`src/rtl/sdhs_pkg.sv`:
```
package sdhs_pkg;

	localparam int MODE_W   = 3;
	localparam int SLOT_W   = 8;
	localparam int STATUS_W = 2;
	localparam int CIDX_W   = 3;
	localparam int CDATA_W  = 24;

	localparam int HALF_W   = 16;
	localparam int SETTLE_W = 16;
	localparam int PAUSE_W  = 24;
	localparam int TRAVEL_W = 20;
	localparam int SLOTC_W  = 7;
	localparam int BASE_W   = 16;
	localparam int SPS_W    = 12;
	localparam int BACK_W   = 12;
	localparam int TICK_W   = 24;
	localparam int STEP_W   = 20;
	localparam int TARGET_W = 19;
	localparam int PROD_W   = 21;

	localparam logic [HALF_W-1:0]   HALF_RST   = 16'd500;
	localparam logic [SETTLE_W-1:0] SETTLE_RST = 16'd50;
	localparam logic [PAUSE_W-1:0]  PAUSE_RST  = 24'd200000;
	localparam logic [TRAVEL_W-1:0] TRAVEL_RST = 20'd50000;
	localparam logic [SLOTC_W-1:0]  SLOTC_RST  = 7'd16;
	localparam logic [BASE_W-1:0]   BASE_RST   = 16'd400;
	localparam logic [SPS_W-1:0]    SPS_RST    = 12'd600;
	localparam logic [BACK_W-1:0]   BACK_RST   = 12'd50;
	localparam logic [TARGET_W-1:0] TARGET_MAX = '1;

	typedef enum logic [MODE_W-1:0] {
		MODE_TICK     = 3'd0,
		MODE_DISPENSE = 3'd1,
		MODE_HOME     = 3'd2,
		MODE_ABORT    = 3'd3,
		MODE_CLEAR    = 3'd4
	} mode_t;

	typedef enum logic [STATUS_W-1:0] {
		ST_OK      = 2'd0,
		ST_BADSLOT = 2'd1,
		ST_ABORT   = 2'd2,
		ST_OVERRUN = 2'd3
	} status_t;

	typedef enum logic [CIDX_W-1:0] {
		CFG_HALF   = 3'd0,
		CFG_SETTLE = 3'd1,
		CFG_PAUSE  = 3'd2,
		CFG_TRAVEL = 3'd3,
		CFG_SLOTC  = 3'd4,
		CFG_BASE   = 3'd5,
		CFG_SPS    = 3'd6,
		CFG_BACK   = 3'd7
	} cfg_idx_t;

endpackage

```
`src/rtl/sdhs_if.sv`:
```
interface sdhs_cmd_if import sdhs_pkg::*; ();
	logic              valid;
	logic              ready;
	logic [MODE_W-1:0] mode;
	logic [SLOT_W-1:0] slot_number;
	logic              limit_switch;

	modport source (output valid, mode, slot_number, limit_switch, input ready);
	modport sink (input valid, mode, slot_number, limit_switch, output ready);
endinterface

interface sdhs_res_if import sdhs_pkg::*; ();
	logic                valid;
	logic                ready;
	logic                step_level;
	logic                direction_level;
	logic                disable_level;
	logic                busy_res;
	logic                done_res;
	logic [STATUS_W-1:0] status;
	logic                abort_pending;

	modport source (output valid, step_level, direction_level, disable_level, busy_res,
		done_res, status, abort_pending, input ready);
	modport sink (input valid, step_level, direction_level, disable_level, busy_res,
		done_res, status, abort_pending, output ready);
endinterface

interface sdhs_cfg_if import sdhs_pkg::*; ();
	logic               valid;
	logic               ready;
	logic [CIDX_W-1:0]  index;
	logic [CDATA_W-1:0] data;

	modport source (output valid, index, data, input ready);
	modport sink (input valid, index, data, output ready);
endinterface

```
`src/rtl/stepper_dispense_homing_sequencer.sv`:
```
// An accepted item waits in the input register until the result register is free or read,
// then its result is registered. Throughput: one item per cycle while each result is taken;
// while a result waits, the input register holds its item. Sequencer state updates with the
// result register, so each item sees all earlier items; config takes cfg writes on its own.
// Reset (arst_n low) loads config defaults, idles the sequencer, clears abort, disables the motor.
module stepper_dispense_homing_sequencer import sdhs_pkg::*; (
	input  logic        clk,
	input  logic        arst_n,
	sdhs_cmd_if.sink    cmd,
	sdhs_res_if.source  res,
	sdhs_cfg_if.sink    cfg
);

	typedef enum logic [3:0] {
		PH_IDLE        = 4'd0,
		PH_PAUSE       = 4'd1,
		PH_FWD_SETTLE  = 4'd2,
		PH_FWD_PULSE   = 4'd3,
		PH_REV_SETTLE  = 4'd4,
		PH_REV_PULSE   = 4'd5,
		PH_HOME_SETTLE = 4'd6,
		PH_HOME_PULSE  = 4'd7,
		PH_BACK_SETTLE = 4'd8,
		PH_BACK_PULSE  = 4'd9
	} phase_t;

	typedef enum logic [1:0] {
		K_FWD  = 2'd0,
		K_REV  = 2'd1,
		K_HOME = 2'd2,
		K_BACK = 2'd3
	} kind_t;

	// config
	logic [HALF_W-1:0]   half_q;
	logic [SETTLE_W-1:0] settle_q;
	logic [PAUSE_W-1:0]  pause_q;
	logic [TRAVEL_W-1:0] travel_q;
	logic [SLOTC_W-1:0]  slotc_q;
	logic [BASE_W-1:0]   base_q;
	logic [SPS_W-1:0]    sps_q;
	logic [BACK_W-1:0]   back_q;

	// input stage
	logic              valid_s1;
	logic [MODE_W-1:0] mode_s1;
	logic [SLOT_W-1:0] slot_s1;
	logic              limit_s1;

	// sequencer state
	phase_t              phase_q;
	logic [TICK_W-1:0]   tick_q;
	logic [STEP_W-1:0]   step_q;
	logic [TARGET_W-1:0] target_q;
	logic                pulse_q;
	logic                dir_q;
	logic                dis_q;
	logic                abort_q;

	// result register
	logic                ov_q;
	logic                step_lvl_q;
	logic                dir_lvl_q;
	logic                dis_lvl_q;
	logic                busy_q;
	logic                done_q;
	logic [STATUS_W-1:0] status_q;
	logic                abort_lvl_q;

	logic adv;

	phase_t              n_phase;
	logic [TICK_W-1:0]   n_tick;
	logic [STEP_W-1:0]   n_step;
	logic [TARGET_W-1:0] n_target;
	logic                n_pulse;
	logic                n_dir;
	logic                n_dis;
	logic                n_abort;
	logic                started;
	logic                fin;
	status_t             fin_st;
	logic                chk;
	logic                bm;
	kind_t               bm_kind;
	kind_t               kind;
	logic [3:0]          pm2;
	logic [TICK_W-1:0]   t1;
	logic [STEP_W-1:0]   goal;
	logic [PROD_W-1:0]   tgt_full;
	logic [TARGET_W-1:0] tgt_sat;
	logic                bad_slot;

	assign adv       = valid_s1 && (!ov_q || res.ready);
	assign cmd.ready = !valid_s1 || adv;
	assign cfg.ready = 1'b1;

	always_ff @(posedge clk or negedge arst_n) begin
		if (!arst_n) begin
			half_q   <= HALF_RST;
			settle_q <= SETTLE_RST;
			pause_q  <= PAUSE_RST;
			travel_q <= TRAVEL_RST;
			slotc_q  <= SLOTC_RST;
			base_q   <= BASE_RST;
			sps_q    <= SPS_RST;
			back_q   <= BACK_RST;
		end else if (cfg.valid) begin
			case (cfg_idx_t'(cfg.index))
				CFG_HALF:   half_q   <= cfg.data[HALF_W-1:0];
				CFG_SETTLE: settle_q <= cfg.data[SETTLE_W-1:0];
				CFG_PAUSE:  pause_q  <= cfg.data[PAUSE_W-1:0];
				CFG_TRAVEL: travel_q <= cfg.data[TRAVEL_W-1:0];
				CFG_SLOTC:  slotc_q  <= cfg.data[SLOTC_W-1:0];
				CFG_BASE:   base_q   <= cfg.data[BASE_W-1:0];
				CFG_SPS:    sps_q    <= cfg.data[SPS_W-1:0];
				CFG_BACK:   back_q   <= cfg.data[BACK_W-1:0];
				default: ;
			endcase
		end
	end

	always_ff @(posedge clk or negedge arst_n) begin
		if (!arst_n) begin
			valid_s1 <= 1'b0;
		end else if (cmd.ready) begin
			valid_s1 <= cmd.valid;
		end
	end

	always_ff @(posedge clk) begin
		if (cmd.valid && cmd.ready) begin
			mode_s1  <= cmd.mode;
			slot_s1  <= cmd.slot_number;
			limit_s1 <= cmd.limit_switch;
		end
	end

	assign tgt_full = PROD_W'(slot_s1) * PROD_W'(sps_q) + PROD_W'(base_q);
	assign tgt_sat  = (tgt_full > PROD_W'(TARGET_MAX)) ? TARGET_MAX : tgt_full[TARGET_W-1:0];
	assign bad_slot = (slot_s1 == '0) || (slot_s1 > SLOT_W'(slotc_q));
	assign pm2      = 4'(phase_q - PH_FWD_SETTLE);
	assign kind     = kind_t'(pm2[2:1]);
	assign t1       = tick_q + TICK_W'(1);

	always_comb begin
		n_phase  = phase_q;
		n_tick   = tick_q;
		n_step   = step_q;
		n_target = target_q;
		n_pulse  = pulse_q;
		n_dir    = dir_q;
		n_dis    = dis_q;
		n_abort  = abort_q;
		started  = 1'b0;
		fin      = 1'b0;
		fin_st   = ST_OK;
		chk      = 1'b0;
		bm       = 1'b0;
		bm_kind  = K_FWD;
		goal     = '0;

		case (mode_s1)
			MODE_ABORT: begin
				n_abort = 1'b1;
				n_dis   = 1'b1;
			end
			MODE_CLEAR: begin
				n_abort = 1'b0;
			end
			MODE_DISPENSE: begin
				if (phase_q == PH_IDLE) begin
					started = 1'b1;
					if (bad_slot) begin
						fin    = 1'b1;
						fin_st = ST_BADSLOT;
					end else begin
						n_target = tgt_sat;
						bm       = 1'b1;
						bm_kind  = K_FWD;
					end
				end
			end
			MODE_HOME: begin
				if (phase_q == PH_IDLE) begin
					started = 1'b1;
					n_step  = '0;
					n_tick  = '0;
					n_pulse = 1'b0;
					n_dis   = 1'b0;
					n_dir   = 1'b0;
					n_phase = PH_HOME_SETTLE;
				end
			end
			default: ;
		endcase

		if (!started && phase_q != PH_IDLE) begin
			if (phase_q == PH_PAUSE) begin
				if (tick_q >= pause_q) begin
					bm      = 1'b1;
					bm_kind = K_REV;
				end else begin
					n_tick = t1;
				end
			end else if (phase_q > PH_BACK_PULSE) begin
				n_phase = PH_IDLE;
			end else if (!phase_q[0]) begin
				if (tick_q >= TICK_W'(settle_q))
					chk = 1'b1;
				else
					n_tick = t1;
			end else if (t1 < TICK_W'(half_q)) begin
				n_tick = t1;
			end else if (pulse_q) begin
				n_pulse = 1'b0;
				n_tick  = '0;
			end else if (kind == K_HOME && step_q >= travel_q) begin
				n_dis  = 1'b1;
				fin    = 1'b1;
				fin_st = ST_OVERRUN;
			end else begin
				n_step = step_q + STEP_W'(1);
				chk    = 1'b1;
			end
		end

		// step boundary: goal, limit and abort checks, else start the next pulse
		if (chk) begin
			goal = (kind == K_BACK) ? STEP_W'(back_q) : STEP_W'(target_q);
			if (kind == K_HOME && limit_s1) begin
				bm      = 1'b1;
				bm_kind = K_BACK;
			end else if (kind != K_HOME && n_step >= goal) begin
				case (kind)
					K_FWD: begin
						n_phase = PH_PAUSE;
						n_tick  = '0;
					end
					K_REV: begin
						n_step  = '0;
						n_tick  = '0;
						n_pulse = 1'b0;
						n_dis   = 1'b0;
						n_dir   = 1'b0;
						n_phase = PH_HOME_SETTLE;
					end
					default: begin
						n_dis  = 1'b1;
						fin    = 1'b1;
						fin_st = ST_OK;
					end
				endcase
			end else if (n_abort) begin
				n_dis  = 1'b1;
				fin    = 1'b1;
				fin_st = (kind == K_BACK) ? ST_OK : ST_ABORT;
			end else begin
				n_pulse = 1'b1;
				n_tick  = '0;
				n_phase = phase_t'(4'({kind, 1'b0}) + 4'd3);
			end
		end

		if (bm) begin
			n_step  = '0;
			n_tick  = '0;
			n_pulse = 1'b0;
			if (n_abort) begin
				n_dis  = 1'b1;
				fin    = 1'b1;
				fin_st = (bm_kind == K_BACK) ? ST_OK : ST_ABORT;
			end else begin
				n_dis   = 1'b0;
				n_dir   = (bm_kind != K_REV);
				n_phase = phase_t'(4'({bm_kind, 1'b0}) + 4'd2);
			end
		end

		if (fin) begin
			n_phase = PH_IDLE;
			n_pulse = 1'b0;
			n_tick  = '0;
			n_step  = '0;
		end
	end

	always_ff @(posedge clk or negedge arst_n) begin
		if (!arst_n) begin
			phase_q     <= PH_IDLE;
			tick_q      <= '0;
			step_q      <= '0;
			target_q    <= '0;
			pulse_q     <= 1'b0;
			dir_q       <= 1'b0;
			dis_q       <= 1'b1;
			abort_q     <= 1'b0;
			ov_q        <= 1'b0;
			step_lvl_q  <= 1'b0;
			dir_lvl_q   <= 1'b0;
			dis_lvl_q   <= 1'b1;
			busy_q      <= 1'b0;
			done_q      <= 1'b0;
			status_q    <= ST_OK;
			abort_lvl_q <= 1'b0;
		end else begin
			if (adv) begin
				phase_q     <= n_phase;
				tick_q      <= n_tick;
				step_q      <= n_step;
				target_q    <= n_target;
				pulse_q     <= n_pulse;
				dir_q       <= n_dir;
				dis_q       <= n_dis;
				abort_q     <= n_abort;
				step_lvl_q  <= n_pulse;
				dir_lvl_q   <= n_dir;
				dis_lvl_q   <= n_dis;
				busy_q      <= (n_phase != PH_IDLE);
				done_q      <= fin;
				status_q    <= fin ? fin_st : ST_OK;
				abort_lvl_q <= n_abort;
				ov_q        <= 1'b1;
			end else if (res.ready) begin
				ov_q <= 1'b0;
			end
		end
	end

	assign res.valid           = ov_q;
	assign res.step_level      = step_lvl_q;
	assign res.direction_level = dir_lvl_q;
	assign res.disable_level   = dis_lvl_q;
	assign res.busy_res        = busy_q;
	assign res.done_res        = done_q;
	assign res.status          = status_q;
	assign res.abort_pending   = abort_lvl_q;

`ifndef SYNTHESIS
	a_done_not_busy: assert property (@(posedge clk) disable iff (!arst_n)
		ov_q && done_q |-> !busy_q)
		else $error("done with sequence still busy");

	a_status_needs_done: assert property (@(posedge clk) disable iff (!arst_n)
		ov_q && (status_q != ST_OK) |-> done_q)
		else $error("status set without done");

	a_step_while_busy: assert property (@(posedge clk) disable iff (!arst_n)
		ov_q && step_lvl_q |-> busy_q)
		else $error("step pulse while idle");

	a_s1_holds: assert property (@(posedge clk) disable iff (!arst_n)
		valid_s1 && !adv |=> valid_s1 && $stable(mode_s1))
		else $error("input stage lost an item");
`endif

endmodule
```
`src/flat_wrapper.sv`:
```
// flat-port wrapper written by rule: the top's interface ports become plain ports
module stepper_dispense_homing_sequencer_flat import sdhs_pkg::*;
  (clk, arst_n, cmd_valid, cmd_mode, cmd_slot_number, cmd_limit_switch, cmd_ready, res_valid, res_step_level, res_direction_level, res_disable_level, res_busy_res, res_done_res, res_status, res_abort_pending, res_ready, cfg_valid, cfg_index, cfg_data, cfg_ready);
  sdhs_cmd_if cmd_i ();
  sdhs_res_if res_i ();
  sdhs_cfg_if cfg_i ();
  input  logic clk;
  input  logic arst_n;
  input wire logic [$bits(cmd_i.valid)-1:0] cmd_valid;
  input wire logic [$bits(cmd_i.mode)-1:0] cmd_mode;
  input wire logic [$bits(cmd_i.slot_number)-1:0] cmd_slot_number;
  input wire logic [$bits(cmd_i.limit_switch)-1:0] cmd_limit_switch;
  output wire logic [$bits(cmd_i.ready)-1:0] cmd_ready;
  output wire logic [$bits(res_i.valid)-1:0] res_valid;
  output wire logic [$bits(res_i.step_level)-1:0] res_step_level;
  output wire logic [$bits(res_i.direction_level)-1:0] res_direction_level;
  output wire logic [$bits(res_i.disable_level)-1:0] res_disable_level;
  output wire logic [$bits(res_i.busy_res)-1:0] res_busy_res;
  output wire logic [$bits(res_i.done_res)-1:0] res_done_res;
  output wire logic [$bits(res_i.status)-1:0] res_status;
  output wire logic [$bits(res_i.abort_pending)-1:0] res_abort_pending;
  input wire logic [$bits(res_i.ready)-1:0] res_ready;
  input wire logic [$bits(cfg_i.valid)-1:0] cfg_valid;
  input wire logic [$bits(cfg_i.index)-1:0] cfg_index;
  input wire logic [$bits(cfg_i.data)-1:0] cfg_data;
  output wire logic [$bits(cfg_i.ready)-1:0] cfg_ready;
  assign cmd_i.valid = cmd_valid;
  assign cmd_i.mode = cmd_mode;
  assign cmd_i.slot_number = cmd_slot_number;
  assign cmd_i.limit_switch = cmd_limit_switch;
  assign cmd_ready = cmd_i.ready;
  assign res_valid = res_i.valid;
  assign res_step_level = res_i.step_level;
  assign res_direction_level = res_i.direction_level;
  assign res_disable_level = res_i.disable_level;
  assign res_busy_res = res_i.busy_res;
  assign res_done_res = res_i.done_res;
  assign res_status = res_i.status;
  assign res_abort_pending = res_i.abort_pending;
  assign res_i.ready = res_ready;
  assign cfg_i.valid = cfg_valid;
  assign cfg_i.index = cfg_index;
  assign cfg_i.data = cfg_data;
  assign cfg_ready = cfg_i.ready;
  stepper_dispense_homing_sequencer u_core (.clk(clk), .arst_n(arst_n), .cmd(cmd_i), .res(res_i), .cfg(cfg_i));
endmodule
```
`config.mk`:
```
export PLATFORM = sky130hd
export DESIGN_NAME = stepper_dispense_homing_sequencer_flat
export DESIGN_NICKNAME = d
export VERILOG_FILES = /design/src/rtl/sdhs_pkg.sv /design/src/rtl/sdhs_if.sv /design/src/rtl/stepper_dispense_homing_sequencer.sv /design/src/flat_wrapper.sv
export SDC_FILE = /design/constraint.sdc
export NUM_CORES = 1
export LEC_CHECK = 0
export BUFFER_PORTS_ARGS = -buffer_cell sky130_fd_sc_hd__clkbuf_2
export CAP_MARGIN = 15
export CELL_PAD_IN_SITES_DETAIL_PLACEMENT = 1
export CELL_PAD_IN_SITES_GLOBAL_PLACEMENT = 2
export CORE_ASPECT_RATIO = 1.5
export CORE_MARGIN = 1.5
export CORE_UTILIZATION = 37
export DETAILED_ROUTE_END_ITERATION = 10
export GPL_TIMING_DRIVEN = 0
export HOLD_SLACK_MARGIN = 0.12
export PLACE_DENSITY = 0.74
export SYNTH_ARGS = -nofsm -noshare
export SYNTH_HDL_FRONTEND = slang
export SYNTH_SLANG_ARGS = --single-unit
```
`constraint.sdc`:
```
create_clock -name clk -period 6.4 [get_ports clk]
set_clock_uncertainty 0.15 [all_clocks]
set_input_delay 1.92 -clock clk [delete_from_list [all_inputs] [get_ports clk]]
set_output_delay 1.92 -clock clk [all_outputs]
set_load 0.005 [all_outputs]
```
==> results.toml <==
[setup_path]
path_max_fanout = 8
crit_arrival_ns = 6.49
timing.critical_path.from_type = "flip-flop"
crit_path_end_kind = "flip-flop"
critical_path_required_ns = 6.68
critPathKind = "flip-flop to flip-flop"

[synth]
synthesis.yosys.warnings = 0
fraction_of_synthesis_flops_using_an_asynchronous_set_or_reset_pin = 0.943
netlist-cell-type-count = 82
synth_simple_gate_area_share = 0.150
synth_edf_count = 12
postSynthCellCount = 1693
number_of_register_bits_inferred_by_synthesis = 212
share_of_the_synthesized_netlist_area_taken_by_xor_and_xnor_gates = 0.0174
dominantRegCellSynth = "dfrtp_1"
post_synth_mux_area_share = 0.0668
synth_top_family_by_area = "adder cells"
synth-adder-area-share = 0.213
synth_compound_gate_area_share = 0.155
syn_avg_cell_area_um2 = 9.50
synth.cell_area_um2 = 16100
mappedNetlistNets = 1965
synth_seq_area_share = 0.336

[cts]
cts.sinks = 212
insertion_delay_ns = 0.55
cts_made_buffers = 25
tritoncts = "done"
root_buffer = "clkbuf_16"
h_tree_level_count = 1
cts.reportedPaths.clkPinSlew_ns = 0.07
cts-root-to-sink-buffers = 3

[sta]
setup_viol_count_final = 0
final.setup.worst_slack_ns = 0.188
period_needed_ns = 6.21
max_slew_margin = 0.281
maxClockFrequency_mhz = 161
final-hold-violation-count = 0
setup-tns-final_ns = 0
worst-slew-pin-transition_ns = 1.07
slew_viol_final = 0
layout_worst_path_cycle_share = 0.971
finalHoldWorstSlack_ns = 0.351

[power_and_ir_drop]
total_power_w = 0.00888
vdd.ir_drop.worst_uv = 380
total_leakage_power_nw = 8.68
power.density_nw_per_um2 = 481

[placement]
hpwl_mm = 41.9
port_buffers = 51
pre_cts_ws_ns = -1.94
placer_congestion_estimate = 0.894

[global_route]
grt_pass1_wl_mm = 85.4
initial_antenna_violation_count = 1
first_global_vias = 14557
grt_start_max_net_pins = 110
grtUsageTotal = 0.248
grt_residual_overflow = 0

[final_layout]
fin_nets = 2076
num-fill-cells = 4996
post-route-util = 0.430
post_route_cells_drive_above_1_share = 0.170
layout.area.seq_um2 = 5420
syn2layout_area_growth_pct = 14.8
multi_input_comb_area_um2 = 9980

[route]
routed_wire_length_per_instance_um = 22.8
antenna_left = 0
detail_route.wirelength_mm = 54.6
drc_errors = 0
drt-initial-drc-count = 514
firstDrtPassIters = 5
num_vias = 13223
vias_per_cell = 5.53

[run]
drv_cap = 0

[die]
rows = 93
die_h_um = 258
fp.dieW_um = 173
area_of_the_core_um2 = 42900
initial_core_utilization = 0.374
ioPinCount = 55
die_area_um2 = 44700

[min_path]
worstHoldPathType = "flip-flop to flip-flop"

[outcome]
status = "finished, final reports clean"
==> worst paths after layout <==
| path | startpoint | end | slack [ns] | cells past startpoint |
|---|---|---|---|---|
| hold / removal | u_core.res.done_res | u_core.res.done_res | 0.35 | 2 |
| min in group asynchronous | arst_n | u_core.abort_q | 1.32 | 1 |
| max in group asynchronous | arst_n | u_core.tick_q[4] | 3.69 | 2 |
| setup reg to reg | u_core.tick_q[13] | u_core.res.busy_res | 0.19 | 23 |
| setup / recovery | u_core.tick_q[13] | u_core.res.busy_res | 0.19 | 23 |
| hold reg to reg | u_core.res.done_res | u_core.res.done_res | 0.35 | 2 |
==> per-stage QoR <==
| stage | std cells | instance area [um^2] |
|---|---|---|
| finish | 2392 | 18500 |
| global route | 2391 | 18500 |
| CTS | 2365 | 18100 |
| detailed placement | 2315 | 17100 |
| global placement | 2314 | 17000 |
| floorplan | 1693 | 16100 |
==> cell usage in the layout, fill, tap and decap left out, drive strengths merged, types with 11 or more instances in the layout <==
master	netlist	layout
a211oi	15	15
nor3	31	31
nand2b	21	21
edfxtp	12	12
nand3	46	46
mux2	66	66
ha	152	152
a21o	32	32
buf	15	52
xnor2	22	22
a22o	27	27
nand4	20	20
a21oi	50	50
clkbuf	56	139
nor4	11	11
inv	183	183
fa	76	76
dfrtp	167	167
dfstp	33	33
o21ai	116	116
mux2i	33	33
o31ai	18	18
nor2	58	58
and3	13	13
o211ai	18	18
and2	49	49
nand2	219	219
o21a	11	11
==> worst max-delay path: stages (launching register included) <==
cell and delay (ns):
dfrtp_1 0.66, nand3_2 0.28, or2_2 0.40, xnor2_2 0.16, ha_1 0.33, nand4_1 0.15
a21oi_2 0.16, and4bb_2 0.27, nand3_4 0.13, o21ai_4 0.11, or4_4 0.60, o211ai_1 0.30
o31ai_4 0.14, ha_1 0.31, a21o_1 0.18, a21o_1 0.18, a21oi_2 0.16, nand2_2 0.08
o21ai_4 0.22, buf_6 0.16, a21oi_4 0.08, o211ai_1 0.25, o311ai_2 0.16, o41a_1 0.42
==> cell usage after synthesis (all sizes together), types with 4 or more instances <==
library cell	instances	area share
nor4	11	0.0065
o31ai	18	0.0084
edfxtp	12	0.022
inv	183	0.043
nor2b	4	0.0016
dfstp	33	0.054
a2111oi	5	0.0027
a211o	4	0.0022
o211ai	18	0.0084
mux2	66	0.046
buf	15	0.0054
or3	4	0.0016
nand4	20	0.0078
ha	152	0.12
dfrtp	167	0.26
fa	76	0.095
a221oi	7	0.0038
o21a	11	0.0051
nor2	58	0.014
a21oi	50	0.016
o21ai	116	0.036
o22ai	9	0.0043
mux2i	33	0.021
xor2	10	0.0054
xnor2	22	0.012
o21bai	9	0.0042
a32o	8	0.0050
a31oi	10	0.0039
a22o	27	0.015
nand2b	21	0.0082
nand2	219	0.051
and3	13	0.0051
and2	49	0.019
nand3	46	0.015
a21o	32	0.015
clkbuf	56	0.013
a211oi	15	0.0070
nor3	31	0.011
or2	7	0.0027
==> logic make-up (layout without fill, tap and decap cells) <==
group                    Yosys count  count (layout)
AO/OA/AOI/OAI                    371             371
flip-flops                       212             212
multiplexers                      99              99
AND/OR/NAND/NOR                  496             496
other                              1               2
adder cells (fa/ha/maj)          228             228
buffers and inverters            254             382
XOR/XNOR                          32              32
==> repair_timing <==
| item | 4_1_cts | 5_1_grt |
|---|---|---|
| setup endpoints to repair | 49 | 45 |
| buffers inserted | 9 | 27 |
| hold buffers | 0 | 0 |
| pin swaps | 9 | 16 |
| resized for setup | 45 | 45 |
==> flip-flops by register name, indices dropped and copies added (netlist names) <==
| name | count |
|---|---|
| u_core.sps_q | 12 |
| u_core.step_q | 20 |
| u_core.back_q | 12 |
| u_core.pause_q | 24 |
| u_core.slotc_q | 7 |
| u_core.res.valid | 1 |
| u_core.valid_s1 | 1 |
| u_core.limit_s1 | 1 |
| u_core.res.status | 2 |
| u_core.half_q | 16 |
| u_core.dis_q | 1 |
| u_core.dir_q | 1 |
| u_core.res.busy_res | 1 |
| u_core.settle_q | 16 |
| u_core.abort_q | 1 |
| u_core.base_q | 16 |
| u_core.slot_s1 | 8 |
| u_core.tick_q | 24 |
| u_core.pulse_q | 1 |
| u_core.mode_s1 | 3 |
| u_core.res.done_res | 1 |
| u_core.travel_q | 20 |
| u_core.phase_q | 4 |
| u_core.target_q | 19 |
==> area by class of cell <==
type,instances,share of cell area
Inverter,183,0.0372
Tap cell,570,0.0386
Buffer,66,0.0174
Sequential cell,212,0.293
Clock inverter,8,0.00386
Timing Repair Buffer,89,0.0313
Multi-Input combinational cell,1227,0.541
Clock buffer,36,0.0372
Antenna cell,1,0.000136
==> power breakdown <==
group	total (W)	switching (W)	leakage, nW	internal (W)
logic	0.00556	0.00336	5.74	0.00221
clock network	0.00139	0.000611	0.371	0.000784
registers	0.00192	0.000255	2.57	0.00167
total	0.00888	0.00422	8.68	0.00466
==> metal layers <==
metal | vias to the layer above | global-route usage | routed length [um]
met3 | 92 | 0.0207 | 1230
met4 | 0 | 0.103 | 2140
met2 | 197 | 0.478 | 30000
li1 | 6131 | - | -
met5 | - | 0 | 0
met1 | 6803 | 0.280 | 21200
Note: power is estimated with default switching activity, not from simulation.
